**config.mk**
```make
export PLATFORM = sky130hd
export DESIGN_NAME = lmsf_cell
export DESIGN_NICKNAME = d
export VERILOG_FILES = /design/src/design/lmsf_pkg.sv /design/src/design/lmsf_cell.sv
export SDC_FILE = /design/constraint.sdc
export NUM_CORES = 1
export LEC_CHECK = 0
export BUFFER_PORTS_ARGS = -buffer_cell sky130_fd_sc_hd__buf_2
export CORE_AREA = 2 2 65 67
export CTS_CLUSTER_DIAMETER = 100
export CTS_CLUSTER_SIZE = 30
export DETAILED_ROUTE_END_ITERATION = 6
export DIE_AREA = 0 0 67 69
export PLACE_DENSITY = 0.86
export SYNTH_ARGS = -nofsm -noshare
export SYNTH_HDL_FRONTEND = slang
export SYNTH_SLANG_ARGS = --single-unit
export TNS_END_PERCENT = 30
```
**constraint.sdc**
```tcl
create_clock -name clock -period 1.2 [get_ports clock]
set_clock_uncertainty 0.1 [all_clocks]
set_input_delay 0.36 -clock clock [delete_from_list [all_inputs] [get_ports clock]]
set_output_delay 0.36 -clock clock [all_outputs]
set_load 0.01 [all_outputs]
```
**src/design/lmsf_pkg.sv**
```systemverilog
// ----------------------------------------------------------------------------
// lmsf_pkg
// Shared widths, reset values, register indexes and control bundles of the
// LMS adaptive FIR filter.
// ----------------------------------------------------------------------------
package lmsf_pkg;

   localparam int X_W       = 16;   // Q1.15 audio sample
   localparam int COEF_W    = 24;   // Q4.20 coefficient
   localparam int COEF_FRAC = 20;
   localparam int CSR_W     = 16;   // widest register
   localparam int LIM_SHIFT = 8;    // Q4.12 limit -> Q20
   localparam int LIM_W     = CSR_W + LIM_SHIFT;
   localparam int QUOT_W    = COEF_W;
   localparam int UPD_SHIFT = 26;   // Q46 update -> Q20

   localparam logic signed [COEF_W-1:0] COEF_ONE = 24'sh100000;
   localparam logic signed [COEF_W-1:0] COEF_MAX = 24'sh7FFFFF;
   localparam logic signed [COEF_W-1:0] COEF_MIN = 24'sh800000;
   localparam logic signed [X_W-1:0]    Y_MAX    = 16'sh7FFF;
   localparam logic signed [X_W-1:0]    Y_MIN    = 16'sh8000;

   localparam logic [CSR_W-1:0] STEP_SIZE_RESET  = 16'd655;
   localparam logic [CSR_W-1:0] NORM_LIMIT_RESET = 16'd8192;

   // register indexes
   localparam logic [0:0] CSR_STEP_SIZE  = 1'b0;
   localparam logic [0:0] CSR_NORM_LIMIT = 1'b1;

   // per-cell control: shift the delay line in, or rotate the whole row
   typedef struct packed {
      logic shift;
      logic rotate;
   } cell_ctl_type;

   // rescale engine commands and status
   typedef struct packed {
      logic root_start;
      logic div_start;
   } scale_ctl_type;

   typedef struct packed {
      logic done;
   } scale_sts_type;

endpackage

```
**src/design/lmsf_cell.sv**
```systemverilog
// ----------------------------------------------------------------------------
// lmsf_cell
// One tap of the filter: a delay-line sample and its coefficient. Shifts the
// sample in from the newer neighbor, or rotates sample and coefficient one
// place toward the head of the row.
// ----------------------------------------------------------------------------
module lmsf_cell
   import lmsf_pkg::*;
#(
   parameter bit MID_TAP = 1'b0
) (
   input  logic                     clock,
   input  logic                     reset,
   input  cell_ctl_type             ctl,
   input  logic signed [X_W-1:0]    x_prev,
   input  logic signed [X_W-1:0]    x_next,
   input  logic signed [COEF_W-1:0] c_next,
   output logic signed [X_W-1:0]    x_out,
   output logic signed [COEF_W-1:0] c_out
);

   logic signed [X_W-1:0]    x_ff, x_in;
   logic signed [COEF_W-1:0] c_ff, c_in;

   // select shift, rotate or hold
   always_comb begin
      if (ctl.shift) begin
         x_in = x_prev;
      end else if (ctl.rotate) begin
         x_in = x_next;
      end else begin
         x_in = x_ff;
      end
      c_in = ctl.rotate ? c_next : c_ff;
   end

   always_ff @(posedge clock) begin
      if (reset) begin
         x_ff <= '0;
         c_ff <= MID_TAP ? COEF_ONE : '0;
      end else begin
         x_ff <= x_in;
         c_ff <= c_in;
      end
   end

   assign x_out = x_ff;
   assign c_out = c_ff;

endmodule

```
Word level (Yosys, flattened, before mapping):

Index checks and enable logic that the tools add are counted.

* word-level logic and storage cells: 5
* output and inout port bits: 40
* latch bits: 0
* flip-flop bits (word level): 40
* RAM bits: 0
* ROM bits: 0
* input port bits: 60
* memories: 0

* magnitude comparators: 0
* $mul: 0
* div/mod/pow operators: 0
* shifts and indexed selects: 0
* add/sub/neg operators: 0
* bitwise gates (word level): 0
* equality and inequality tests: 0
* reduce and logical (&&, ||, !) cells: 1
* muxes and demuxes: 2

Operator list (count)
* 16-bit two-way mux: 2
* 2-bit nonzero test: 1

Depth between registers and ports, before layout:

* depth in word-level cells: 2
* depth in mapped cells: 4
* mapped depth without buffers: 2

Least setup slack after synthesis:

No wires, ideal clock.

* kind: input to register
* start point: input ctl[0] (netlist bit)
* end point: register c_ff[10] (netlist: c_out[10])
* stages on the path: 4
* library setup time: 0.128 ns
* slack: 0.064 ns
* path buffers: 2
* arrival time: 0.908 ns
* data required time: 0.972 ns
* cells stage by stage: buf_4 > buf_4 > mux2i_1 > nor2_1

RTL lines
* start: declaration: RTL line lmsf_cell.sv:14 `input cell_ctl_type ctl,`
* end signal: assignment: RTL line lmsf_cell.sv:40 `c_ff <= MID_TAP ? COEF_ONE : '0;`
* end signal: assignment: RTL line lmsf_cell.sv:43 `c_ff <= c_in;`
* end: declaration: RTL line lmsf_cell.sv:23 `logic signed [COEF_W-1:0] c_ff, c_in;`

Final worst setup path:

* start point: register c_ff[4] (netlist: c_out[4])
* end point: output c_out[4]

RTL lines
* end: declaration: RTL line lmsf_cell.sv:19 `output logic signed [COEF_W-1:0] c_out`

No word-level cell between the ends.

==> out/summary.md <==
The tools report the global-route met1 utilization as 0.159. met2 is the most crowded layer. After the last flow step, the layout net total stands at 309. The number of placement rows came out at 23. The pin count of the biggest net entering global routing is 41. By startpoint and endpoint, the worst setup path is classified as reg2out. Traced cell by cell, the critical path runs through buf_2. The area growth from synthesis to layout is 53.6%. The run gives 10 as the number of distinct library cells after synthesis.

For the count of H-tree levels built during CTS, the log shows 2. The final period utilization is 0.988. The iteration-0 DRC count of the detailed router came out at 28.

In this run the power spent charging and discharging nets is 0.675 mW. The post-route core utilization is 0.631, and the HPWL after detailed placement is 2.65 mm. Post-detailed-route DRC marker count: 0. At the later pin of the worst-skew pair, clock insertion delay measures 280 ps. The number of input and output port buffers inserted was 99. The first global-routing pass estimated 5.42 mm of wire. For the yosys synthesis warning count, the log shows 0. The family of cells with the greatest summed delay on the critical path was flip-flops.

Among all stages on the critical path, the largest delay is contributed by dfxtp_2. The number of slew-limit violations in the final report is 0. The floorplan step set the die height to 69 um. The die width was 67 um; the met3 usage was 0.0245. For the pin with the worst max-slew slack, the measured transition is 516 ps.

Fraction of final layout cells sized beyond drive strength 1: 0.603. TritonCTS built the clock tree. Required arrival time at the worst endpoint: 740 ps.

The via count of the first global-routing pass was 1293. Wires add up to 3.83 mm. For the number of clock sinks, the log shows 40. For this run the aggregate overflow at the end of global routing stands at 0. Setup repair after global routing could not meet its margin everywhere. In this run the power density over the cells is 1140 nW/um^2. The die covers 4620 um^2. For this run, the detailed router's first-pass iteration total came to 3. The relative slew slack is 0.655, and the total of endpoints with negative setup slack in the final report is 0.

Clock-pin slew was measured on the worst setup and hold paths at 70 ps. The cell count after synthesis came out at 148. The number of hold violations in the final report was 0.

The critical path starts at c_out[4]. The portion of total power attributed to sequential cells is 0.530, and the maximum root-to-sink buffer count is 2. Final hold slack: 219 ps. The worst setup path is captured at a primary output. For the number of antenna violations at the first check in global routing, the log shows 0.

Count of antenna-violating nets left after detailed routing: 0. The fraction of met2 tracks used by global routing is 0.271. In the layout the commonest cells are 70 x buf_2, 40 x mux2i_1, 38 x dfxtp_2. STA classifies the critical path startpoint as a flop. Each instance of the synthesized netlist takes up on average 10.9 um^2. At the end of routability-driven placement, the weighted congestion stood at 0.841. In this run the static leakage power is 1.23 nW. The logs give 0.411 for the initial standard-cell utilization of the core and 100 for the I/O pin total.

The max-capacitance violation count is 0, and the average vias per placed instance is 4.69. The startpoint identified for the worst hold timing path is c_next[2]. The logs give 0 for the cts-stage hold buffer count and 0.200 for the fraction of power consumed by combinational cells. The run finished with clean final reports. Timing would allow up to 0.843 GHz. Leaving out fill and tap cells, the most frequent cell in the layout is buf_2. Of all nets on the critical path, the largest fanout is 2. The run gives 0.498 as the sequential share of the synthesized area. The tools report the clock tree root buffer cell as clkbuf_8. The number of buffers inserted during clock tree synthesis was 5. The shortest period the worst path allows was 1190 ps; the total standard cell area after synthesis was 1610 um^2. In this run the critical register-to-register path is launched from x_out[15]. The final routed wire length divided by cell count is 12.9 um.

Across the VDD grid, the largest voltage drop is 0.627 mV. The final route contains 1392 vias. The run gives 0 as the number of antenna repair diodes.

The synthesized net count is 208. The switching portion of total power is 0.240. For this run, the slowest stage of the critical path takes 330 ps. The core area is 3910 um^2.

The internal portion of the total power is 2.14 mW. For the clock share of power, the log shows 0.270. The total of flip-flops plus latches after synthesis works out to 40. The path category of the worst min-delay check was in2reg. The arrival time at the worst endpoint was 730 ps; the total global routing track utilization was 0.151. Worst path buffer plus inverter count: 1.
[state kept, by name, summed over array words and instances (netlist names)]
signal and flops:
x_out 16, c_out 24
[final timing paths]
| kind | slack [ps] | cells past startpoint | endpoint |
|---|---|---|---|
| worst max register to register | 360 | 2 | x_out[15] |
| worst min register to register | 380 | 2 | c_out[16] |
| worst max-delay path | 10 | 1 | c_out[4] |
| worst min-delay path | 220 | 3 | c_out[2] |
[cell type report]
class                      instances  area (um^2)
fill                             326         1440
sequential                        40          848
timing repair buffer             105          772
multi-input combinational         96          716
clock buffer                       5         68.8
tap                               50         62.6
inverter                           1         3.75
[cell usage after synthesis, drive strengths merged]
master	number	area, um^2
dfxtp	40	801
mux2i	40	400
nor2	24	90.1
a211oi	16	125
nor2b	16	100
buf	6	70.1
clkbuf	5	18.8
inv	1	3.75
[power by group through the flow]
stage / Sequential [mW] / Clock [mW] / Combinational, mW
after floorplan: 1.53 / 0 / 0.220
final: 1.49 / 0.759 / 0.562
after CTS: 1.47 / 0.789 / 0.505
after detailed placement: 1.49 / 0 / 0.490
after global routing: 1.50 / 0.834 / 0.612
after global placement: 1.48 / 0 / 0.478
[layer usage]
layer	part of all wire	wire [um]
met1	0.38	1440
met2	0.53	2030
met3	0.064	244
met4	0.030	115
met5	0	0
[through the flow]
step | instance area, um^2 | worst slack, ps | instances | TNS [ps] | total power, mW
final | 2470 | 14.4 | 297 | 0 | 2.81
after global routing | 2470 | -12.0 | 297 | -109 | 2.94
after CTS | 2310 | 0.253 | 297 | 0 | 2.77
after detailed placement | 2170 | -80.1 | 292 | -1380 | 1.98
after global placement | 2170 | -44.6 | 292 | -605 | 1.96
after floorplan | 1610 | 64.2 | 148 | 0 | 1.75
[timing repair]
action                                  in CTS  in global routing
resized for setup                           31                 36
endpoints found under the setup margin      26                 37
buffers inserted                             0                  0
[logic make-up (layout without fill, tap and decap cells)]
kind of cell	count (synthesis)	after routing	share of synthesized area
simple gates	40	40	0.118
buf+inv	12	111	0.0575
compound gates	16	16	0.0778
flops	40	40	0.498
mux	40	40	0.249
No activity file was read; power rests on OpenSTA's default activity.
