`config.mk`:
```
export PLATFORM = sky130hd
export DESIGN_NAME = lmsf_rescale
export DESIGN_NICKNAME = d
export VERILOG_FILES = /design/src/design/lmsf_pkg.sv /design/src/design/lmsf_rescale.sv
export SDC_FILE = /design/constraint.sdc
export NUM_CORES = 2
export LEC_CHECK = 0
export ABC_AREA = 1
export BUFFER_PORTS_ARGS = -buffer_cell sky130_fd_sc_hd__buf_4
export CAP_MARGIN = 10
export CORE_ASPECT_RATIO = 1.2
export CORE_MARGIN = 4
export CORE_UTILIZATION = 60
export CTS_CLUSTER_SIZE = 16
export DETAILED_ROUTE_END_ITERATION = 8
export PLACE_DENSITY = 0.78
export SKIP_CTS_REPAIR_TIMING = 1
export SLEW_MARGIN = 0
export SYNTH_ARGS = -nofsm -noshare
export SYNTH_HDL_FRONTEND = slang
export SYNTH_SLANG_ARGS = --single-unit
```
`constraint.sdc`:
```
create_clock -name clock -period 38 [get_ports clock]
set_clock_uncertainty 0.2 [all_clocks]
set_input_delay 11.4 -clock clock [delete_from_list [all_inputs] [get_ports clock]]
set_output_delay 11.4 -clock clock [all_outputs]
set_load 0.01 [all_outputs]
```
`src/design/lmsf_pkg.sv`:
```
// ----------------------------------------------------------------------------
// lmsf_pkg
// Shared widths, reset values, register indexes and control bundles of the
// LMS adaptive FIR filter.
// ----------------------------------------------------------------------------
package lmsf_pkg;

   localparam int X_W       = 16;   // Q1.15 audio sample
   localparam int COEF_W    = 24;   // Q4.20 coefficient
   localparam int COEF_FRAC = 20;
   localparam int CSR_W     = 16;   // widest register
   localparam int LIM_SHIFT = 8;    // Q4.12 limit -> Q20
   localparam int LIM_W     = CSR_W + LIM_SHIFT;
   localparam int QUOT_W    = COEF_W;
   localparam int UPD_SHIFT = 26;   // Q46 update -> Q20

   localparam logic signed [COEF_W-1:0] COEF_ONE = 24'sh100000;
   localparam logic signed [COEF_W-1:0] COEF_MAX = 24'sh7FFFFF;
   localparam logic signed [COEF_W-1:0] COEF_MIN = 24'sh800000;
   localparam logic signed [X_W-1:0]    Y_MAX    = 16'sh7FFF;
   localparam logic signed [X_W-1:0]    Y_MIN    = 16'sh8000;

   localparam logic [CSR_W-1:0] STEP_SIZE_RESET  = 16'd655;
   localparam logic [CSR_W-1:0] NORM_LIMIT_RESET = 16'd8192;

   // register indexes
   localparam logic [0:0] CSR_STEP_SIZE  = 1'b0;
   localparam logic [0:0] CSR_NORM_LIMIT = 1'b1;

   // per-cell control: shift the delay line in, or rotate the whole row
   typedef struct packed {
      logic shift;
      logic rotate;
   } cell_ctl_type;

   // rescale engine commands and status
   typedef struct packed {
      logic root_start;
      logic div_start;
   } scale_ctl_type;

   typedef struct packed {
      logic done;
   } scale_sts_type;

endpackage

```
`src/design/lmsf_rescale.sv`:
```
// ----------------------------------------------------------------------------
// lmsf_rescale
// Iterative norm rescale engine: a two-bits-per-cycle integer square root of
// the squared norm, then one restoring divide per coefficient giving
// round(|c| * limit / norm) with the sign put back.
// ----------------------------------------------------------------------------
module lmsf_rescale
   import lmsf_pkg::*;
#(
   parameter int SUMSQ_W = 52
) (
   input  logic                     clock,
   input  logic                     reset,
   input  scale_ctl_type            ctl,
   input  logic [SUMSQ_W-1:0]       sumsq,
   input  logic [LIM_W-1:0]         lim,
   input  logic signed [COEF_W-1:0] coef,
   output scale_sts_type            sts,
   output logic signed [COEF_W-1:0] quot
);

   localparam int RT_W   = (SUMSQ_W + 1) / 2;
   localparam int SQP_W  = 2 * RT_W;
   localparam int NUM_W  = COEF_W + LIM_W + 2;
   localparam int REM_A  = RT_W + 2;
   localparam int REM_B  = NUM_W - QUOT_W;
   localparam int REM_W  = (REM_A > REM_B) ? REM_A : REM_B;
   localparam int CNT_W  = $clog2(RT_W + 1);

   typedef enum logic [2:0] {
      SC_IDLE = 3'b001,
      SC_ROOT = 3'b010,
      SC_DIV  = 3'b100
   } sc_state_type;

   sc_state_type        state_ff, state_in;
   logic [CNT_W-1:0]    cnt_ff, cnt_in;
   logic [SQP_W-1:0]    sq_ff, sq_in;
   logic [REM_W-1:0]    rem_ff, rem_in;
   logic [RT_W-1:0]     root_ff, root_in;
   logic [QUOT_W-1:0]   num_ff, num_in;
   logic [QUOT_W-1:0]   q_ff, q_in;
   logic                neg_ff, neg_in;
   logic                done_ff, done_in;

   logic [REM_W-1:0]    rt_rem, rt_trial, dv_rem, dv_div;
   logic [RT_W-1:0]     nrm;
   logic [COEF_W-1:0]   mag;
   logic [COEF_W+LIM_W-1:0] mag_lim;
   logic [NUM_W-1:0]    num_full;
   logic                rt_last, dv_last;

   // root step: bring down two bits, try (root << 2) | 1
   assign rt_rem   = {rem_ff[REM_W-3:0], sq_ff[SQP_W-1 -: 2]};
   assign rt_trial = REM_W'({root_ff, 2'b01});

   // divide step: bring down one bit, try twice the norm
   assign nrm      = (root_ff == '0) ? RT_W'(1) : root_ff;
   assign dv_rem   = {rem_ff[REM_W-2:0], num_ff[QUOT_W-1]};
   assign dv_div   = REM_W'({nrm, 1'b0});

   // numerator: 2 * |c| * limit + norm
   assign mag      = coef[COEF_W-1] ? COEF_W'(-coef) : COEF_W'(coef);
   assign mag_lim  = mag * lim;
   assign num_full = NUM_W'({mag_lim, 1'b0}) + NUM_W'(nrm);

   assign rt_last  = (cnt_ff == CNT_W'(RT_W - 1));
   assign dv_last  = (cnt_ff == CNT_W'(QUOT_W - 1));

   always_comb begin
      state_in = state_ff;
      cnt_in   = cnt_ff;
      sq_in    = sq_ff;
      rem_in   = rem_ff;
      root_in  = root_ff;
      num_in   = num_ff;
      q_in     = q_ff;
      neg_in   = neg_ff;
      done_in  = 1'b0;
      case (state_ff)
         SC_IDLE: begin
            if (ctl.root_start) begin
               sq_in    = SQP_W'(sumsq);
               rem_in   = '0;
               root_in  = '0;
               cnt_in   = '0;
               state_in = SC_ROOT;
            end else if (ctl.div_start) begin
               rem_in   = REM_W'(num_full[NUM_W-1:QUOT_W]);
               num_in   = num_full[QUOT_W-1:0];
               neg_in   = coef[COEF_W-1];
               q_in     = '0;
               cnt_in   = '0;
               state_in = SC_DIV;
            end
         end
         SC_ROOT: begin
            sq_in = {sq_ff[SQP_W-3:0], 2'b00};
            if (rt_rem >= rt_trial) begin
               rem_in  = rt_rem - rt_trial;
               root_in = {root_ff[RT_W-2:0], 1'b1};
            end else begin
               rem_in  = rt_rem;
               root_in = {root_ff[RT_W-2:0], 1'b0};
            end
            cnt_in = cnt_ff + 1'b1;
            if (rt_last) begin
               done_in  = 1'b1;
               state_in = SC_IDLE;
            end
         end
         SC_DIV: begin
            num_in = {num_ff[QUOT_W-2:0], 1'b0};
            if (dv_rem >= dv_div) begin
               rem_in = dv_rem - dv_div;
               q_in   = {q_ff[QUOT_W-2:0], 1'b1};
            end else begin
               rem_in = dv_rem;
               q_in   = {q_ff[QUOT_W-2:0], 1'b0};
            end
            cnt_in = cnt_ff + 1'b1;
            if (dv_last) begin
               done_in  = 1'b1;
               state_in = SC_IDLE;
            end
         end
         default: begin
            state_in = SC_IDLE;
         end
      endcase
   end

   always_ff @(posedge clock) begin
      if (reset) begin
         state_ff <= SC_IDLE;
         done_ff  <= 1'b0;
         cnt_ff   <= '0;
      end else begin
         state_ff <= state_in;
         done_ff  <= done_in;
         cnt_ff   <= cnt_in;
      end
   end

   always_ff @(posedge clock) begin
      sq_ff   <= sq_in;
      rem_ff  <= rem_in;
      root_ff <= root_in;
      num_ff  <= num_in;
      q_ff    <= q_in;
      neg_ff  <= neg_in;
   end

   assign sts.done = done_ff;
   assign quot     = neg_ff ? COEF_W'(-$signed(q_ff)) : $signed(q_ff);

endmodule

```
# Word-level counts from Yosys, hierarchy flattened
# Cells that the tools add are included.
# totals
regBits	163
inputBits	104
wordCells	73
# op_classes
add_sub_neg	6
mul	1
order_cmp	2
eq_ne	11
n_mux	31
n_bitwise	1
reduce_logical	12
# op_table
operator	count
24-bit two-way mux	6
27-bit two-way mux	4
52-bit case mux with 2 select lines	1
24-bit case mux with 2 select lines	2
27-bit case mux with 3 select lines	1
27-bit subtractor	2
26-bit two-way mux	2
52-bit two-way mux	1
26-bit case mux with 2 select lines	1
49-bit by 26-bit adder with 50-bit output	1
24-bit by 24-bit multiplier with 48-bit output	1
24-bit negator	2
28-bit by 27-bit greater-or-equal comparator with 1-bit output	1
28-bit greater-or-equal comparator	1
26-bit logical NOT	1
3-bit two-way mux	4
5-bit equality test (second input constant)	2
5-bit two-way mux	2
2-bit inequality test (second input constant)	5
5-bit case mux with 2 select lines	1
3-bit case mux with 3 select lines	1
3-bit AND reduction	3
2-bit AND reduction	3
2-bit nonzero test	3
other kinds (10)	13

# Logic depth before layout (Yosys ltp)
# logic_depth
depth_word	7
depth_mapped	54
depth_no_buf	52

# Worst setup path after synthesis
# No wires, ideal clock.
# synth_timing
path_type	input to register
start	input port coef[0]
end	register rem_ff[22], data pin
setup_time_ps	254
arrival_time_ps	19919
path_slack_ps	17627
path_stages	49
cell_sequence	buf_6 > clkbuf_1 > inv_1 > ha_1 > inv_1 > nor3_1 > inv_1 > nor2_1 > nand2_1 > o31ai_1 > or2_2 > nand2_1 > inv_1 > buf_2 > nor2_1 > fa_1 > inv_1 > fa_1 > [13 not listed] > inv_1 > nor2_1 > nand4_1 > nand3_1 > xor2_1 > ha_1 > inv_1 > nor3_1 > nand2_1 > or2_2 > nand3_1 > nand3_1 > nor2_2 > nand2_2 > nor2_4 > nand3_1 > nand3_1 > nand2_1
# synth_via
elab_chain_len	7
# synth_lines
item	line	rtl
start, declared	lmsf_rescale.sv:17	input logic signed [COEF_W-1:0] coef,
24-bit negator	lmsf_rescale.sv:63	assign mag = coef[COEF_W-1] ? COEF_W'(-coef) : COEF_W'(coef);
24-bit two-way mux (*)	lmsf_rescale.sv:63	
24-bit by 24-bit multiplier with 48-bit output (*)	lmsf_rescale.sv:64	assign mag_lim = mag * lim;
49-bit by 26-bit adder with 50-bit output (*)	lmsf_rescale.sv:65	assign num_full = NUM_W'({mag_lim, 1'b0}) + NUM_W'(nrm);
27-bit two-way mux (*)	lmsf_rescale.sv:88	end else if (ctl.div_start) begin
27-bit two-way mux (*)	lmsf_rescale.sv:82	if (ctl.root_start) begin
27-bit case mux with 3 select lines (*)	lmsf_rescale.sv:80	case (state_ff)
via rem_in[22]	lmsf_rescale.sv:39	logic [REM_W-1:0] rem_ff, rem_in;
end signal, assigned	lmsf_rescale.sv:147	rem_ff <= rem_in;
end, declared	lmsf_rescale.sv:39	
# Mark *: on every way through the listed nets, which the timed path passes. The rest lies on a longest branch. The select of a mux whose other input is x is not followed.
# A chain may end at the register's enable or synchronous reset.

# Worst setup path after layout
# layout_timing
start	input port coef[0]
end	register rem_ff[20], data pin
# The elaborated chain is that of the path after synthesis.

==> reports/qor.yml <==
floorplan:
  core.rowCount: 94
  start_util_pct: 60.75
  die-height_um: 266.3
  dieWidth_um: 223.3
  core_sq_um: 54930
  dieArea_sq_um: 59460
  io_pins: 129
detailed_routing:
  viasPerCell: 5.579
  drt_iter0_markers: 2347
  via_count: 29660
  route.detailed.drc: 0
  ant_nets: 0
  firstDrtPassIters: 6
  wl_per_cell_um: 19.33
  routed_wl_mm: 102.7
layout:
  final_cell_mix: "nand2_1 (1,093), inv_1 (1,012), nor2_1 (584)"
  multi_input_area_sq_um: 24080
  diodes: 0
  area_growth_pct: 5.842
  fillers: 4916
  drive_gt1_share_pct: 5.615
  mostFrequentLayoutCell: "nand2_1"
  ff_latch_area_sq_um: 4805
  fin_util_pct: 64.30
  nets: 5427
global_route:
  grt_usage_pct: 34.87
  overflow: 0
  grt_antenna_before_repair: 0
  grt_pass1_wl_mm: 161.8
  grt_max_degree: 88
  grt_pass1_vias: 30380
worst_setup_path:
  worst_ep_arrival_time_ns: 21.27
  path_common_cell: "inv_1"
  critPathTopFamily: "adder cells"
  max_stage_delay_ns: 0.56
  crit_path_end_kind: "register"
  start_kind: "primary input"
  cp_max_fo: 26
  crit_type: "in -> reg"
  critical_path_required_ns: 38.00
  cp_slowest_cell: "fa_1"
  path_buf_inv: 13
timing:
  grt_setup_unrepaired: "no"
  hold_ws_ns: 0.2867
  max_freq_mhz: 47.01
  setup_slack_ns: 16.73
  period_share_pct: 55.98
  fin_setup_tns_ns: 0
  setup_violations: 0
  hold_violations: 0
  max_slew.worst_pin.slew_ns: 1.044
  final_max_slew_viol_count: 0
  slew_headroom_pct: 30.31
  finalCriticalPeriod_ns: 21.27
synth:
  synth-main-ff-cell: "edfxtp_1"
  syn_inst: 4573
  synth_area_leaders: "fa_1 (29%), edfxtp_1 (14%), nand2_1 (12%)"
  synth_edf_count: 154
  synth.distinct_cells: 53
  synth_top_area_share_pct: 29.04
  synth-seq-area-share_pct: 14.40
  synth_area_per_cell_sq_um: 7.296
  async_reset_ff_share_pct: 0
  synth_fp_nets: 5418
  ys_ff_latch: 163
  synth_warnings: 0
  synth.largest_area_cell: "fa_1"
  synth_area_sq_um: 33370
placement:
  pre_cts_ws_ns: 16.38
  io_buffers: 128
  gp_congestion: 1.001
  dp_hpwl_mm: 83.70
run:
  max-cap-violations: 0
cts:
  cts_made_buffers: 17
  clock-root-buffer: "clkbuf_16"
  cts_max_path_buffers: 2
  clk_pin_slew_ns: 0.08
  clk_latency_ns: 0.45
  htreeDepth: 4
  tritoncts: "yes"
  clock_sinks: 163
status:
  status: "finished, final reports clean"
min_path:
  hold_class: "reg -> reg"
## stage by stage
| stage | cells | area (sq um) |
|---|---|---|
| final | 5315 | 35320 |
| after global routing | 5315 | 35320 |
| after CTS | 5315 | 35320 |
| after detailed placement | 5283 | 34730 |
| after global placement | 5283 | 34730 |
| after floorplan | 4573 | 33370 |
## cells in the mapped netlist, types with 6 or more instances
library cell,instances
a21o_1,10
a21oi_1,156
a31oi_1,9
buf_2,15
clkbuf_1,125
clkinv_1,16
dfxtp_1,9
edfxtp_1,154
fa_1,484
ha_1,257
inv_1,1013
nand2_1,1094
nand2_2,18
nand3_1,165
nand3b_1,8
nand4_1,30
nor2_1,584
nor2_2,23
nor3_1,31
nor4_1,14
o211ai_1,20
o21a_1,6
o21ai_0,125
o21ai_1,8
o21bai_1,27
or2_2,25
xnor2_1,35
xor2_1,63
## worst min-delay path, stage by stage, from the launching register on
cell,delay (ns)
dfxtp_1,0.33
nand2_1,0.06
a21oi_1,0.05
## state kept, by name (all words and copies together) (netlist names)
register / flops
cnt_ff: 5
sq_ff: 52
neg_ff: 1
root_ff: 26
q_ff: 24
num_ff: 24
state_ff: 3
sts: 1
rem_ff: 27
## path summary, 6_finish.rpt
check	start	endpoint	slack (ns)	cells after the start
max reg2reg	root_ff[23]$_SDFFCE_PN0P_	rem_ff[24]$_DFFE_PP_	33.04	19
max	coef[0]	rem_ff[20]$_DFFE_PP_	16.73	49
min reg2reg	cnt_ff[4]$_SDFFE_PP0P_	cnt_ff[4]$_SDFFE_PP0P_	0.29	2
min	cnt_ff[4]$_SDFFE_PP0P_	cnt_ff[4]$_SDFFE_PP0P_	0.29	2
## logic make-up after synthesis
kind of cell | after synthesis | share of synthesized area (%)
compound gates | 376 | 6.274
xor+xnor | 99 | 2.621
fa+ha+maj | 741 | 38.68
buf+inv | 1186 | 13.52
flops | 163 | 14.40
simple gates | 2008 | 24.51
## cell type report
cell class	count	area share, %
clock buffer	17	1.205
clock inverter	15	0.4464
inverter	1033	10.98
multi-input combinational	3224	68.17
sequential	163	13.60
tap	720	2.551
timing repair buffer	143	3.040
## per-layer routing
metal / part of all wire [%] / global-route usage, % / routed length, um / up-vias
met5: 0 / 0 / 0 / -
met4: 9.5 / 26.03 / 9712 / 0
li1: - / - / - / 13780
met2: 48 / 59.35 / 49320 / 1390
met1: 35 / 39.84 / 36030 / 14030
met3: 7.5 / 5.278 / 7654 / 451
Power is left out: the tool's default activity adds up to more than one toggle a clock period on the data nets, which glitch-free logic cannot reach.
